==> src/hw/rtl/assert_macros.svh <==
// ----------------------------------------------------------------------------
// assert_macros: shared concurrent assertion macros
// clocked on clk, disabled while rst_n is low
// ----------------------------------------------------------------------------
`ifndef ASSERT_MACROS_SVH
`define ASSERT_MACROS_SVH

// property holds at every clock edge out of reset
`define QEC_ASSERT(label, prop, msg) \
    label: assert property (@(posedge clk) disable iff (!rst_n) (prop)) \
        else $error(msg);

// condition implies a property at the next clock edge
`define QEC_ASSERT_NEXT(label, pre, post, msg) \
    label: assert property (@(posedge clk) disable iff (!rst_n) (pre) |=> (post)) \
        else $error(msg);

`endif

==> src/hw/rtl/qec_pkg.sv <==
`timescale 1ns / 1ps
// ----------------------------------------------------------------------------
// qec_pkg
// shared widths, pipeline record types and helper functions for the
// quaternion to euler and curvature pipeline
// ----------------------------------------------------------------------------
package qec_pkg;

    localparam int CORDIC_STAGES_DEF = 16;
    localparam int ANG_LEN           = 32;

    localparam int VW        = 37;   // cordic x/y width
    localparam int ZW        = 34;   // cordic angle width, 2^31 = pi
    localparam int SW        = 30;   // clamped pitch argument
    localparam int SQ_STEPS  = 29;
    localparam int NW        = 2 * SQ_STEPS;
    localparam int RW        = 32;
    localparam int RTW       = SQ_STEPS;
    localparam int DIV_STEPS = 28;
    localparam int DW        = DIV_STEPS;
    localparam int DSW       = 16;
    localparam int AW        = 16;   // output angle width
    localparam int CW        = 24;   // curvature width

    localparam logic signed [ZW-1:0] ZPI = 34'sd2147483648;

    typedef struct packed {
        logic signed [VW-1:0] x;
        logic signed [VW-1:0] y;
        logic signed [ZW-1:0] z;
        logic                 zf;
    } cvec_t;

    typedef struct packed {
        logic [NW-1:0]        n;
        logic [RW-1:0]        rem;
        logic [RTW-1:0]       root;
        logic signed [SW-1:0] s;
    } sqrt_t;

    typedef struct packed {
        logic [DW-1:0]  dvd;
        logic [DSW-1:0] rem;
        logic [DW-1:0]  quo;
        logic [DSW-1:0] dsr;
        logic           neg;
        logic           zf;
    } div_t;

    function automatic logic signed [ZW-1:0] atan_tab(input int i);
        logic signed [ZW-1:0] r;
        begin
            unique case (i)
                0:  r = 34'sd536870912;
                1:  r = 34'sd316933406;
                2:  r = 34'sd167458907;
                3:  r = 34'sd85004756;
                4:  r = 34'sd42667331;
                5:  r = 34'sd21354465;
                6:  r = 34'sd10680862;
                7:  r = 34'sd5340245;
                8:  r = 34'sd2670163;
                9:  r = 34'sd1335087;
                10: r = 34'sd667544;
                11: r = 34'sd333772;
                12: r = 34'sd166886;
                13: r = 34'sd83443;
                14: r = 34'sd41722;
                15: r = 34'sd20861;
                16: r = 34'sd10430;
                17: r = 34'sd5215;
                18: r = 34'sd2608;
                19: r = 34'sd1304;
                20: r = 34'sd652;
                21: r = 34'sd326;
                22: r = 34'sd163;
                23: r = 34'sd81;
                24: r = 34'sd41;
                25: r = 34'sd20;
                26: r = 34'sd10;
                27: r = 34'sd5;
                28: r = 34'sd3;
                29: r = 34'sd1;
                30: r = 34'sd1;
                default: r = '0;
            endcase
            return r;
        end
    endfunction

    // fold left half plane into right half plane, start angle +-pi
    function automatic cvec_t cordic_pre(input logic signed [VW-1:0] ny,
                                         input logic signed [VW-1:0] dx);
        cvec_t v;
        begin
            v.zf = (ny == '0) && (dx == '0);
            v.x  = dx;
            v.y  = ny;
            v.z  = '0;
            if (dx < 0)
            begin
                v.x = -dx;
                v.y = -ny;
                v.z = (ny >= 0) ? ZPI : -ZPI;
            end
            return v;
        end
    endfunction

    // round to 16-bit fraction of pi with saturation
    function automatic logic signed [AW-1:0] angle_out(input logic signed [ZW-1:0] a,
                                                       input logic zf);
        logic signed [ZW:0]    t;
        logic signed [ZW-16:0] r;
        logic signed [AW-1:0]  o;
        begin
            t = (ZW+1)'(a) + (ZW+1)'(32768);
            r = t[ZW:16];
            if (zf)
                o = '0;
            else if (r > (ZW-15)'(32767))
                o = 16'sd32767;
            else if (r < -(ZW-15)'(32768))
                o = -16'sd32768;
            else
                o = AW'(r);
            return o;
        end
    endfunction

endpackage

==> src/hw/rtl/qec_cordic_cell.sv <==
`timescale 1ns / 1ps
// ----------------------------------------------------------------------------
// qec_cordic_cell
// one vectoring cordic micro-rotation, registered
// ----------------------------------------------------------------------------
module qec_cordic_cell #(
    parameter int IDX = 0
) (
    input  logic           clk,
    input  logic           en,
    input  qec_pkg::cvec_t vin,
    output qec_pkg::cvec_t vout
);
    import qec_pkg::*;

    cvec_t                vec_reg;
    cvec_t                vec_next;
    logic signed [VW-1:0] dx;
    logic signed [VW-1:0] dy;

    always_comb
    begin
        dx       = $signed(vin.y) >>> IDX;
        dy       = $signed(vin.x) >>> IDX;
        vec_next = vin;
        if ($signed(vin.y) > 0)
        begin
            vec_next.x = vin.x + dx;
            vec_next.y = vin.y - dy;
            vec_next.z = vin.z + atan_tab(IDX);
        end
        else
        begin
            vec_next.x = vin.x - dx;
            vec_next.y = vin.y + dy;
            vec_next.z = vin.z - atan_tab(IDX);
        end
    end

    always_ff @(posedge clk)
    begin
        if (en)
            vec_reg <= vec_next;
    end

    assign vout = vec_reg;

endmodule

==> config.mk <==
export PLATFORM = sky130hd
export DESIGN_NAME = qec_cordic_cell
export DESIGN_NICKNAME = d
export VERILOG_FILES = /design/src/hw/rtl/assert_macros.svh /design/src/hw/rtl/qec_pkg.sv /design/src/hw/rtl/qec_cordic_cell.sv
export SDC_FILE = /design/constraint.sdc
export NUM_CORES = 1
export LEC_CHECK = 0
export BUFFER_PORTS_ARGS = -buffer_cell sky130_fd_sc_hd__buf_2
export CELL_PAD_IN_SITES_DETAIL_PLACEMENT = 1
export CELL_PAD_IN_SITES_GLOBAL_PLACEMENT = 1
export CORE_ASPECT_RATIO = 0.9
export CORE_MARGIN = 1
export CORE_UTILIZATION = 42
export DETAILED_ROUTE_END_ITERATION = 10
export GPL_TIMING_DRIVEN = 0
export MAX_ROUTING_LAYER = met4
export PLACE_DENSITY_LB_ADDON = 0.1
export SYNTH_ARGS = -nofsm -noshare
export SYNTH_HDL_FRONTEND = slang
export SYNTH_SLANG_ARGS = --single-unit
==> constraint.sdc <==
create_clock -name clk -period 3.9 [get_ports clk]
set_input_delay 0.78 -clock clk [delete_from_list [all_inputs] [get_ports clk]]
set_output_delay 0.78 -clock clk [all_outputs]
set_load 0.05 [all_outputs]
# After elaboration in Yosys (flattened, before gate mapping)

Index checks and enable logic that the tools add are counted.

Output and inout bits: 109
Register bits after elaboration: 109
Word-level logic and storage cells: 11
Input bits: 111

Order comparisons: 1
$add $sub $neg: 5
Muxes and demuxes: 1

Operators by type and width:

| operator               | count |
|---|---|
| $mux 108               | 1 |
| $sub 37x37->37         | 2 |
| $add 37x37->37         | 1 |
| $gt 37x1->1 const B    | 1 |
| $add 34x31->34 const B | 1 |
| $sub 34x31->34 const B | 1 |

# Longest topological paths before layout

Gate-level depths: netlist of the first run.

Word-level depth: 2
Gate-level depth with buffers: 13
Depth with buffers taken out: 12

# Worst setup path before layout of the first run

OpenSTA, ideal clock, no wires.

Path type: input-to-reg
Start: in vin[37] (netlist name)
End: reg vec_reg (netlist bit vout[106]) (data pin)
Path slack: 0.546 ns
Path buffers: 1
Cell stages on the path: 12
Data arrival time: 3.095 ns
Path through: inv_1 ha_1 buf_6 nor2b_1 o2111a_1 or3_4 a311oi_2 o221a_2 o31ai_2 a2111oi_2 a21oi_1 xnor2_1

RTL lines:

| what                   | line                  | source |
|---|---|---|
| start: declaration     | qec_cordic_cell.sv:11 | `input qec_pkg::cvec_t vin,` |
| end signal: assignment | qec_cordic_cell.sv:43 | `vec_reg <= vec_next;` |
| end: declaration       | qec_cordic_cell.sv:16 | `cvec_t vec_reg;` |

==> impl_metrics.yaml, run 1 <==
status:
  outcome: "finished, final reports clean"
place:
  dp.cells: 1663
  place.gp.congestion: 1.01
  dp_hpwl_mm: 31.9
  numPortBuffers: 219
  place_area_sq_mm: 0.0115
die:
  fp.dieArea_sq_mm: 0.0245
  core_sq_mm: 0.0234
  initial_core_util_pct: 42.8
  chipWidth_um: 165
  die_h_um: 149
  pin_count: 220
  rows: 53
sta:
  tns_ns: 0
  max_freq_ghz: 0.264
  setup_viol: 0
  timing.final.crit_share_pct: 96.9
  hold_viol_final: 0
  period_minus_slack_ns: 3.78
  slew_violations: 0
  rsz0062_at_grt: "false"
  worst_pin_slew_ns: 1.00
  timing.hold.ws_ns: 0.575
  max_slew_margin_pct: 33.2
worst_setup_path:
  cp_top_family: "compound AO/OA/AOI/OAI gates"
  path_cells: "buf_2 -> inv_1 -> ha_1 -> buf_2 -> buf_2 -> a21oi_1 -> o21ai_0 -> a221oi_1 -> a31oi_2 -> a21oi_1 -> o21ai_0 -> nand2_1 -> o21ai_1 -> xnor2_1"
  crit_required_ns: 4.02
  path_buf_inv: 4
  arrival_ns: 3.90
  crit_top_cell: "buf_2"
  path_class: "primary input to register"
  worstSetupEndpointType: "register"
  crit_slowest_cell: "a221oi_1"
  critPathMaxFanout: 10
  cp-start-kind: "primary input"
  crit_cells: 14
  max_stage_delay_ns: 0.49
pwr:
  cellInternalPower_mw: 2.54
  pwr-share-seq_pct: 33.0
  switchingPower_mw: 2.12
  power_density_mw_per_mm2: 392
  irDropWorstVdd_uv: 238
  p_leak_nw: 5.19
  swShare_pct: 45.5
  pwr-share-clk_pct: 21.2
  combPwrFrac_pct: 45.9
grt:
  grt_pass1_wl_mm: 58.7
  grt_antenna_before_repair: 0
  grt_pass1_vias: 9908
  grt_start_max_net_pins: 77
  grt_overflow: 0
  grt.total_usage_pct: 33.0
cells_and_area:
  largest_reg_flops: 108
  syn_to_final_growth_pct: 18.7
  fin_area_sq_mm: 0.0119
  fin_cells: 1679
  nFillCells: 2838
  fin_nets: 1605
  drive_gt1_share_pct: 20.6
  post-route-util_pct: 50.8
yosys:
  yosysSeqAreaShare_pct: 32.4
  ys_ff_latch: 108
  yosysWarnings: 0
  syn-num-nets: 1375
  synth_edf_count: 108
  synth_cells: 1141
  synthArstFlopShare_pct: 0
  synth.distinct_cells: 77
  ys.flop_type: "edfxtp_1"
  syn-cell-area_sq_mm: 0.0100
  syn_area_per_cell_sq_um: 8.78
drt:
  routed_wl_mm: 39.7
  postRouteAntennaNets: 0
  dr.pass1.iters: 4
  dr.first_iter.drc_count: 722
  wl_per_cell_um: 23.6
  viasPerCell: 5.96
  vias: 9999
  post-route-drc-count: 0
clocking:
  cts.path.max_buffers: 2
  cts_max_level: 3
  cts_hold_buf: 0
  clock_sink_count: 108
  cts_buffers: 9
  cts_tree: "built"
  cts_setup_buffers: 0
  clkTransAtPathRegs_ns: 0.09
  cts-root-buf: "clkbuf_16"
hold_path:
  hp-class: "primary input to register"
  holdPathStages: 1
run:
  drv_cap: 0
==> cells in the mapped netlist, drive strengths merged, types with 6 or more instances <==
library cell	instances	area, sq um
a31oi	9	56.3
inv	117	439
nand4	19	119
nand2b	12	75.1
nor2	106	398
nor2b	8	50.1
o21bai	30	225
o21ai	69	345
nor3	17	85.1
a221oi	6	52.6
or3	7	53.8
o31ai	10	80.1
ha	119	1490
a21oi	154	771
xnor2	74	648
nor4	21	146
o41ai	7	87.6
edfxtp	108	3240
nand3	16	80.1
mux2i	12	120
a2111oi	6	65.1
buf	19	93.8
clkbuf	33	124
a21o	21	158
a211oi	9	67.6
nand2	42	158
o21a	6	45.0
==> metal layers <==
| metal | vias up | wire (um) | track usage, % |
|---|---|---|---|
| li1 | 4573 | - | - |
| met1 | 4902 | 18000 | 44.8 |
| met2 | 450 | 17600 | 50.0 |
| met3 | 74 | 2980 | 4.99 |
| met4 | 0 | 1110 | 11.1 |
| met5 | - | 0 | - |
==> layout by cell type, fill, tap and decap left out, drive strengths merged, types with 9 or more instances in the layout <==
| cell type | count |
|---|---|
| xnor2 | 74 |
| edfxtp | 108 |
| a21o | 21 |
| inv | 119 |
| a21oi | 154 |
| o31ai | 10 |
| buf | 238 |
| nor4 | 21 |
| o21ai | 69 |
| nand4 | 19 |
| a31oi | 9 |
| nand3 | 16 |
| nor3 | 17 |
| ha | 119 |
| nand2b | 12 |
| clkbuf | 42 |
| nor2 | 106 |
| nand2 | 42 |
| mux2i | 12 |
| o21bai | 30 |
| a211oi | 9 |
==> power by group through the flow <==
stage               combinational, mW  sequential (mW)  clock, mW
floorplan                       0.863             2.16          0
global placement                 2.06             1.56          0
detailed placement               2.09             1.57          0
CTS                              2.11             1.54       1.01
global route                     2.26             1.56       1.04
finish                           2.14             1.54      0.987
==> cell families after synthesis <==
| kind of cell | Yosys count | share of synthesized area, % |
|---|---|---|
| AO/OA/AOI/OAI | 381 | 24.4 |
| AND/OR/NAND/NOR | 268 | 13.0 |
| buffers and inverters | 173 | 6.70 |
| adder cells (fa/ha/maj) | 123 | 15.7 |
| flip-flops | 108 | 32.4 |
| XOR/XNOR | 76 | 6.64 |
| multiplexers | 12 | 1.20 |
==> layout make-up <==
cell class / count / area, sq um / share of cell area [%]
multi-input cells: 860 / 6170 / 51.9
flip-flops and latches: 108 / 3240 / 27.2
repair buffers: 220 / 1130 / 9.46
inverters: 121 / 454 / 3.82
well taps: 302 / 378 / 3.17
clock buffers: 9 / 225 / 1.89
plain buffers: 51 / 219 / 1.84
clock inverters: 7 / 80.1 / 0.673
diodes: 1 / 2.50 / 0.0210
==> per-stage QoR <==
step	total power [mW]	setup slack, ns
floorplan	3.02	0.546
global placement	3.62	-0.764
detailed placement	3.66	-0.910
CTS	4.66	0.00165
global route	4.85	0.00668
finish	4.66	0.119
==> final timing paths <==
kind                start       end  slack [ns]
setup / recovery  vin[51]  vout[66]        0.12
hold / removal    vin[15]  vout[15]        0.57
==> timing repair <==
| item | CTS | global route |
|---|---|---|
| pin swaps | 0 | 1 |
| setup endpoints to repair | 7 | 17 |
| resized for setup | 5 | 10 |
(Power assumes the default switching activity.)
==> inputs of run 2 (changes only) <==
PLACE_DENSITY = 0.89   (was unset)
PLACE_DENSITY_LB_ADDON = unset   (was 0.1)
==> run 2 against run 1 <==
Effect of this change: global-route usage rose by 0.20 points; routed wire length rose by 0.97%; via count rose by 1.5%; core utilization barely moved; cell area barely moved; clock power fell by 3.0%; largest cell class unchanged; largest power group unchanged; highest routed layer unchanged.
==> impl_metrics.yaml, run 2 (synthesized netlist as in run 1, its figures left out) <==
drt:
  dr.pass1.iters: 5
  postRouteAntennaNets: 0
  wl_per_cell_um: 23.9
  vias: 10100
  post-route-drc-count: 0
  dr.first_iter.drc_count: 945
  viasPerCell: 6.05
  routed_wl_mm: 40.1
hold_path:
  holdPathStages: 1
  hp-class: "primary input to register"
  min_to: "vout[14]"
  min-delay-start: "vin[14]"
grt:
  grt_start_max_net_pins: 74
  top_usage_layer: "met2"
  grt.total_usage_pct: 33.2
  grt_util_met3_pct: 5.72
  grt_pass1_wl_mm: 59.3
  met2_usage_pct: 51.7
  grt_pass1_vias: 10100
  grt_overflow: 0
  use_met1_pct: 43.6
  grt_antenna_before_repair: 0
die:
  core_sq_mm: 0.0234
  chipWidth_um: 165
  rows: 53
  fp.dieArea_sq_mm: 0.0245
  pin_count: 220
  die_h_um: 149
  initial_core_util_pct: 42.8
clocking:
  cts_setup_buffers: 0
  cts_buffers: 9
  cts-root-buf: "clkbuf_16"
  clock_sink_count: 108
  cts.path.max_buffers: 2
  clkTransAtPathRegs_ns: 0.08
  cts_max_level: 3
  cts_tree: "built"
cells_and_area:
  fin_nets: 1605
  num_antenna_cells: 0
  drive_gt1_share_pct: 20.6
  layout_common_cells: "buf_2 (227), a21oi_1 (154), ha_1 (119), inv_1 (113), edfxtp_1 (108)"
  syn_to_final_growth_pct: 18.6
  nFillCells: 2847
  layout_commonest_cell: "buf_2"
  largest_reg_flops: 108
pwr:
  power_density_mw_per_mm2: 391
  p_leak_nw: 5.19
  swShare_pct: 45.5
  cellInternalPower_mw: 2.54
  combPwrFrac_pct: 46.3
  switchingPower_mw: 2.11
  irDropWorstVdd_uv: 299
  pwr-share-clk_pct: 20.6
  pwr-share-seq_pct: 33.1
run:
  drv_cap: 0
sta:
  hold_viol_final: 0
  timing.hold.ws_ns: 0.578
  worst_pin_slew_ns: 0.985
  rsz0062_at_grt: "false"
  max_freq_ghz: 0.258
  timing.final.crit_share_pct: 99.4
  max_slew_margin_pct: 34.3
  period_minus_slack_ns: 3.88
  slew_violations: 0
  setup_ws_ns: 0.0222
  setup_viol: 0
  tns_ns: 0
place:
  place_ws_ns: -0.798
  place.gp.congestion: 1.01
  numPortBuffers: 219
  dp_hpwl_mm: 31.9
worst_setup_path:
  path_class: "primary input to register"
  arrival_ns: 4.00
  cp-start-kind: "primary input"
  crit_required_ns: 4.02
  worstSetupEndpointType: "register"
  critPathMaxFanout: 9
status:
  outcome: "finished, final reports clean"
run 2: layout make-up:
cell class	instances	area [sq um]	share of cell area, %
multi-input combinational	860	6180	52.0
sequential	108	3240	27.3
timing repair buffer	220	1130	9.47
inverter	121	454	3.82
tap	302	378	3.18
clock buffer	9	225	1.89
buffer	51	220	1.85
clock inverter	7	66.3	0.558
run 2: worst max-delay path, stage by stage:
cell and delay (ns):
buf_2 0.15, inv_1 0.06, ha_1 0.28, buf_2 0.19
a21oi_1 0.30, nor2_1 0.13, or3_4 0.45, a311oi_2 0.47
o221a_2 0.35, o31ai_2 0.15, a2111oi_2 0.42, a21oi_1 0.11
xnor2_1 0.16
run 2: power groups by stage:
| stage | clock network (mW) | logic [mW] | registers, mW |
|---|---|---|---|
| 2_1_floorplan | 0 | 0.863 | 2.16 |
| 3_3_place_gp | 0 | 2.05 | 1.56 |
| 3_5_place_dp | 0 | 2.09 | 1.57 |
| 4_1_cts | 0.961 | 2.11 | 1.55 |
| 5_1_grt | 0.996 | 2.26 | 1.56 |
| 6_report | 0.957 | 2.15 | 1.54 |
run 2: routing by layer:
| layer | routed length, um | vias up |
|---|---|---|
| met4 | 1140 | 0 |
| li1 | - | 4572 |
| met3 | 3300 | 76 |
| met1 | 17500 | 4975 |
| met5 | 0 | - |
| met2 | 18200 | 523 |
run 2: how the worst max path moves through the flow:
| stage | startpoint | to | cells past startpoint | slack (ns) |
|---|---|---|---|---|
| 4_1_cts | vin[50] | vout[68] | 13 | 0.02 |
| 5_1_grt | vin[53] | vout[68] | 13 | 0.009 |
| 3_3_place_gp | vin[57] | vout[34] | 11 | -0.60 |
| 3_5_place_dp | vin[57] | vout[34] | 11 | -0.80 |
| 6_report | vin[39] | vout[106] | 13 | 0.02 |
| 2_1_floorplan | vin[37] | vout[106] | 12 | 0.55 |
run 2: what timing repair did:
action / CTS / global route
hold endpoints to repair: 0 / 0
gates resized for setup: 4 / 13
cloned: 0 / 0
hold buffers: 0 / 0
endpoints found under the setup margin: 4 / 17
run 2: metrics by stage:
| stage | util (%) | area (sq um) | total power, mW | cells |
|---|---|---|---|---|
| floorplan | - | 10000 | 3.02 | 1141 |
| CTS | 50.6 | 11800 | 4.62 | 1679 |
| global placement | 49.1 | 11500 | 3.61 | 1662 |
| global route | 50.8 | 11900 | 4.82 | 1678 |
| finish | 50.8 | 11900 | 4.65 | 1678 |
| detailed placement | 49.2 | 11500 | 3.66 | 1663 |
